<file path="src/rtl/quaternion_slerp_core_assert.svh">
// Assertion macros for the quaternion slerp core.
// Included by rtl files that check their own pipeline; no other dependencies.
`ifndef QUATERNION_SLERP_CORE_ASSERT_SVH
`define QUATERNION_SLERP_CORE_ASSERT_SVH

// same-cycle implication, disabled while reset is asserted
`define QSC_ASSERT_IMPLIES(lbl, clk, rstn, ante, cons) \
  lbl: assert property (@(posedge clk) disable iff (!rstn) (ante) |-> (cons)) \
    else $error("quaternion_slerp_core: check failed");

// next-cycle implication, disabled while reset is asserted
`define QSC_ASSERT_NEXT(lbl, clk, rstn, ante, cons) \
  lbl: assert property (@(posedge clk) disable iff (!rstn) (ante) |=> (cons)) \
    else $error("quaternion_slerp_core: check failed");

`endif

</file>
<file path="src/rtl/qslerp_sqrt.sv">
// Pipelined floor square root, one result bit per register stage.
// Carries a sideband payload alongside; no package dependencies.
module qslerp_sqrt #(
  parameter int InW   = 62,
  parameter int SideW = 1
) (
  input  logic               clk_i,
  input  logic               rst_ni,
  input  logic               en_i,
  input  logic               vld_i,
  input  logic [InW-1:0]     rad_i,
  input  logic [SideW-1:0]   side_i,
  output logic               vld_o,
  output logic [InW/2-1:0]   root_o,
  output logic [SideW-1:0]   side_o
);

  localparam int N    = InW / 2;
  localparam int RemW = N + 2;

  logic             vld_q  [N];
  logic [InW-1:0]   val_q  [N];
  logic [RemW-1:0]  rem_q  [N];
  logic [N-1:0]     root_q [N];
  logic [SideW-1:0] side_q [N];

  for (genvar k = 0; k < N; k++) begin : g_stage
    logic             s_vld;
    logic [InW-1:0]   s_val;
    logic [RemW-1:0]  s_rem;
    logic [N-1:0]     s_root;
    logic [SideW-1:0] s_side;
    logic [RemW-1:0]  rem_t, trial, rem_d;
    logic [N-1:0]     root_d;

    if (k == 0) begin : g_first
      assign s_vld  = vld_i;
      assign s_val  = rad_i;
      assign s_rem  = '0;
      assign s_root = '0;
      assign s_side = side_i;
    end else begin : g_next
      assign s_vld  = vld_q[k-1];
      assign s_val  = val_q[k-1];
      assign s_rem  = rem_q[k-1];
      assign s_root = root_q[k-1];
      assign s_side = side_q[k-1];
    end

    always_comb begin
      rem_t = {s_rem[RemW-3:0], s_val[InW-1 -: 2]};
      trial = {s_root, 2'b01};
      if (rem_t >= trial) begin
        rem_d  = rem_t - trial;
        root_d = {s_root[N-2:0], 1'b1};
      end else begin
        rem_d  = rem_t;
        root_d = {s_root[N-2:0], 1'b0};
      end
    end

    always_ff @(posedge clk_i or negedge rst_ni) begin
      if (!rst_ni) vld_q[k] <= 1'b0;
      else if (en_i) vld_q[k] <= s_vld;
    end

    always_ff @(posedge clk_i) begin
      if (en_i) begin
        val_q[k]  <= {s_val[InW-3:0], 2'b00};
        rem_q[k]  <= rem_d;
        root_q[k] <= root_d;
        side_q[k] <= s_side;
      end
    end
  end

  assign vld_o  = vld_q[N-1];
  assign root_o = root_q[N-1];
  assign side_o = side_q[N-1];

endmodule

</file>
<file path="config.mk">
export PLATFORM = sky130hd
export DESIGN_NAME = qslerp_sqrt
export DESIGN_NICKNAME = d
export VERILOG_FILES = /design/src/rtl/quaternion_slerp_core_assert.svh /design/src/rtl/qslerp_sqrt.sv
export SDC_FILE = /design/constraint.sdc
export NUM_CORES = 2
export LEC_CHECK = 0
export BUFFER_PORTS_ARGS = -buffer_cell sky130_fd_sc_hd__buf_2
export CAP_MARGIN = 20
export CELL_PAD_IN_SITES_DETAIL_PLACEMENT = 0
export CELL_PAD_IN_SITES_GLOBAL_PLACEMENT = 2
export CORE_MARGIN = 4
export CORE_UTILIZATION = 49
export DETAILED_ROUTE_END_ITERATION = 10
export PLACE_DENSITY_LB_ADDON = 0.1
export SKIP_LAST_GASP = 1
export SYNTH_ARGS = -nofsm -noshare
export SYNTH_HDL_FRONTEND = slang
export SYNTH_SLANG_ARGS = --single-unit
</file>
<file path="constraint.sdc">
create_clock -name clk_i -period 7.54 [get_ports clk_i]
set_input_delay 0.377 -clock clk_i [delete_from_list [all_inputs] [get_ports clk_i]]
set_output_delay 0.377 -clock clk_i [all_outputs]
set_load 0.02 [all_outputs]
</file>
== After elaboration in Yosys (flattened, before gate mapping) ==
Memories as Yosys holds them, arrays and structs flattened.
Cells that the tools add are included.

* Register bits after elaboration: 31
* Memory bits (writable): 3875
* Input port bits: 67
* Output and inout port bits: 33
* Word-level logic and storage cells: 161
* Memories kept: 4

* Add/subtract/negate cells: 31
* Order comparisons: 31
* Muxes and demuxes: 64

{| class="wikitable"
|+ Memories
! name !! depth !! bits a word !! rd ports !! clocked after Yosys merged registers in !! write ports !! RTL line !! text
|-
| val_q || 31 || 60 || 30 || 0 || 31 || qslerp_sqrt.sv:22 || <nowiki>logic [InW-1:0] val_q [N];</nowiki>
|-
| rem_q || 31 || 33 || 30 || 0 || 31 || qslerp_sqrt.sv:23 || <nowiki>logic [RemW-1:0] rem_q [N];</nowiki>
|-
| root_q || 31 || 31 || 31 || 0 || 31 || qslerp_sqrt.sv:24 || <nowiki>logic [N-1:0] root_q [N];</nowiki>
|-
| side_q || 31 || 1 || 31 || 0 || 31 || qslerp_sqrt.sv:25 || <nowiki>logic [SideW-1:0] side_q [N];</nowiki>
|}

{| class="wikitable"
|+ Operators by type and width
! kind !! number
|-
| 33-bit 2-to-1 mux || 31
|-
| 33-bit >= comparator || 30
|-
| 33-bit subtractor || 30
|-
| 1-bit 2-to-1 mux || 33
|-
| 2-bit by 1-bit subtractor with 3-bit output, second input constant || 1
|-
| 2-bit by 1-bit >= comparator with 1-bit output, second input constant || 1
|}

== Logic depth before layout (Yosys ltp) ==
An unclocked memory read counts as a cell.

* Depth after elaboration: 3
* Gate-level depth with buffers: 16
* Mapped depth without buffers: 14

== Worst setup path before layout ==
No wires, ideal clock.

* Kind: reg2reg
* From: memory rem_q[8][0] (netlist name)
* To: memory rem_q[8][35] (netlist name), data pin
* Library setup time: 261 ps
* Arrival: 3098 ps
* Slack: 4182 ps
* Cell stages (with the launch flop): 13
* Buffers on the path: 2
* Cells stage by stage: edfxtp_1 ha_1 o21a_1 o21a_1 o211ai_1 a211oi_1 a2111oi_0 o31a_1 or3_1 o21ai_1 clkbuf_1 buf_2 a21oi_1

{| class="wikitable"
|+ RTL lines
! element !! RTL line
|-
| start, declared || qslerp_sqrt.sv:23
|}

==> flow_summary.toml <==
[clocking]
insertion_delay_ps = 910
root_buffer = "clkbuf_16"
cts-buffers-inserted = 275
path_clk_slew_ps = 60
cts_tree = "done"
clock-sinks = 2375
htree_levels = 5
clock_path_buffers = 4

[logic_synthesis]
yosys_warnings = 0
synth_edf_count = 2344
syn_avg_cell_area_um2 = 13.13
synth_seq_cells = 2375
syn_area_mm2 = 0.1093
synth_area_leader_cell = "edfxtp_1"
synthTopCellsByCount = "edfxtp_1 (2344), inv_1 (687), ha_1 (528)"
synth_nets = 8918
syn_inst = 8323
synth_top_area_share_pct = 64.41
yosysUniqueCellTypes = 90
synth.area.top_cells = "edfxtp_1 (64%), ha_1 (6.0%), xnor2_1 (3.0%)"
synthFlopType = "edfxtp_1"
async_flop_share_pct = 1.305
post-synth-top-count-cell = "edfxtp_1"
yosysSeqAreaShare_pct = 65.12

[placed_design]
gp_congestion = 0.8642
portBuffers = 99
dp_hpwl_mm = 158.1
place_inst = 11290

[finish]
drive_gt1_share_pct = 8.331
finalNetCount = 9258
finalNonFillerCells = 11830
nFillCells = 18530
syn_to_final_growth_pct = 12.35

[pwr]
clkPwrFrac_pct = 33.1
p_sw_share_pct = 27.55
leakagePower_uw = 0.04723
vdd_ir_drop_max_uv = 201.5
combinationalPowerShare_pct = 20.1
internal_power_uw = 27650
p_sw_uw = 10520
seq_power_share_pct = 46.8
cellPowerDensity_mw_per_mm2 = 310.9

[sta]
slew-limit-headroom_pct = 26.66
grt_setup_unrepaired = "no"
max_freq_ghz = 0.2398
setup_viol = 0
hold_viol = 0
skew_ps = 40.30
tightestPinTransition_ps = 1100
setup_tns_ps = 0
fin_crit_ps = 4171
timing.hold.ws_ps = 175.1
final_max_slew_viol_count = 0
min_period_over_period_pct = 55.32

[worst_setup_path]
path_max_fanout = 20
setup.worst_path.class = "flip-flop to flip-flop"
reg2reg_from = "rem_q[3][43]"
r2r_end = "rem_q[4][22]"
r2r_setup_slack_ps = 3370
arrival_ps = 4810
end_kind = "flip-flop"
critPathLaunchType = "flip-flop"
cp-startpoint = "rem_q[3][43]"
reg2reg_depth = 10
critPathRequiredTime_ps = 8180

[global_routing]
grt_overflow = 0
grt_max_degree = 196
grt_pass1_vias = 62580
grt_pass1_wl_mm = 350.8
grtUsageTotal_pct = 19.14
antenna_found_initial = 3

[detailed_routing]
routed_wl_mm = 222.3
drtPass1Iterations = 5
route.met3.wl_mm = 7.759
ant_nets = 0
route.detailed.drc = 0
wl_per_cell_um = 18.80
viasPerCell = 5.355
drt_iter0_drc = 4163
routed.top_layer = "met4"
dr_total_vias = 63320
routed-wl-met2_mm = 109.6
wl_met1_mm = 99.40

[worst_hold_path]
min_from = "rad_i[35]"
min_to = "val_q[0][35]"
hold_depth = 2
worst_hold_path_type = "primary input to flip-flop"

[die]
core_mm2 = 0.2221
die_x_um = 480.2
die-area_mm2 = 0.2306
ios = 100
die_h_um = 480.2
num_rows = 173
start_util_pct = 49.20

[run]
cap_violations = 0

[outcome]
status = "completed"
==> registers in the layout, indices dropped and copies added (netlist names) <==
| register | flops |
|---|---|
| val_q | 930 |
| g_stage.s_vld | 30 |
| rem_q | 887 |
| root_q | 496 |
| vld_o | 1 |
| side_q | 31 |
==> routing by layer <==
| metal | GRT usage, % | up-vias |
|---|---|---|
| met5 | 0 | - |
| met4 | 5.199 | 0 |
| met3 | 2.413 | 354 |
| met2 | 32.81 | 1006 |
| met1 | 25.82 | 30520 |
| li1 | - | 31440 |
==> layout by cell type, fill, tap and decap left out, drive strengths merged, types with 69 or more instances in the layout <==
master          n
mux2          127
xnor2         375
inv           694
dlygate4sd3    69
nor4          115
nor2b          70
or3            81
nand2         522
ha            528
nand4          88
a21oi         512
xor2          352
nand2b         94
clkbuf        331
buf           154
o21a           98
edfxtp       2344
nand3         123
a21o          243
o21ai         388
clkinv         90
nor2          527
nor3          216
==> final cells by class <==
| cell class | count | area, um2 | share of cell area (%) |
|---|---|---|---|
| repair buffers | 223 | 1757 | 1.431 |
| flip-flops and latches | 2375 | 71160 | 57.97 |
| diodes | 3 | 7.507 | 0.006115 |
| clock inverters | 130 | 1284 | 1.046 |
| multi-input cells | 5100 | 35000 | 28.51 |
| well taps | 2975 | 3722 | 3.032 |
| clock buffers | 331 | 7251 | 5.906 |
| inverters | 688 | 2582 | 2.104 |
==> critical path, stage by stage (launching register included) <==
cell       delay, ps
edfxtp_1         410
or3_1            440
nor4_1           290
nand2_1          200
or4_1            510
o2111ai_1        350
nor2_1            90
nand2_1          540
nand3b_1         480
or3_1            460
xnor2_1          130
==> per-stage QoR <==
stage,instance area (um2),util [%],total power [uW],setup slack [ps]
global route,122800,55.28,40270,2933
floorplan,109300,-,23320,4182
finish,122800,55.28,38170,3369
CTS,122700,55.26,38660,3302
global placement,113500,51.11,25700,3449
detailed placement,113500,51.11,25760,3347
==> worst max-delay path by stage <==
stage                     cells after the start            to
after detailed placement                     10  rem_q[4][22]
final                                        10  rem_q[4][22]
after floorplan                              12  rem_q[8][35]
after global placement                       10  rem_q[4][22]
after CTS                                    10  rem_q[4][22]
after global routing                         10  rem_q[4][22]
==> repair_timing <==
action / CTS / global route
hold buffers: 69 / 0
hold endpoints to repair: 108 / 0
gates resized for setup: 0 / 0
buffers inserted: 0 / 0
setup endpoints to repair: 0 / 0
==> cell families after synthesis <==
logic type	after synthesis	synth area share, %
AOI/OAI and AO/OA	1633	9.321
and+or+nand+nor	2074	9.359
DFF	2375	65.12
adders and majority gates	528	6.046
buffers and inverters	848	2.921
muxes	137	1.400
xor gates and xnor gates	727	5.827
other	1	0.003432
==> power groups by stage <==
| stage | sequential [uW] | clock (uW) | combinational, uW |
|---|---|---|---|
| 6_report | 17900 | 12600 | 7650 |
| 5_1_grt | 18100 | 13600 | 8580 |
| 4_1_cts | 17900 | 13100 | 7690 |
| 3_5_place_dp | 18200 | 0 | 7600 |
| 3_3_place_gp | 18100 | 0 | 7550 |
| 2_1_floorplan | 17600 | 0 | 5720 |
Power figures use the tool's default switching activity.
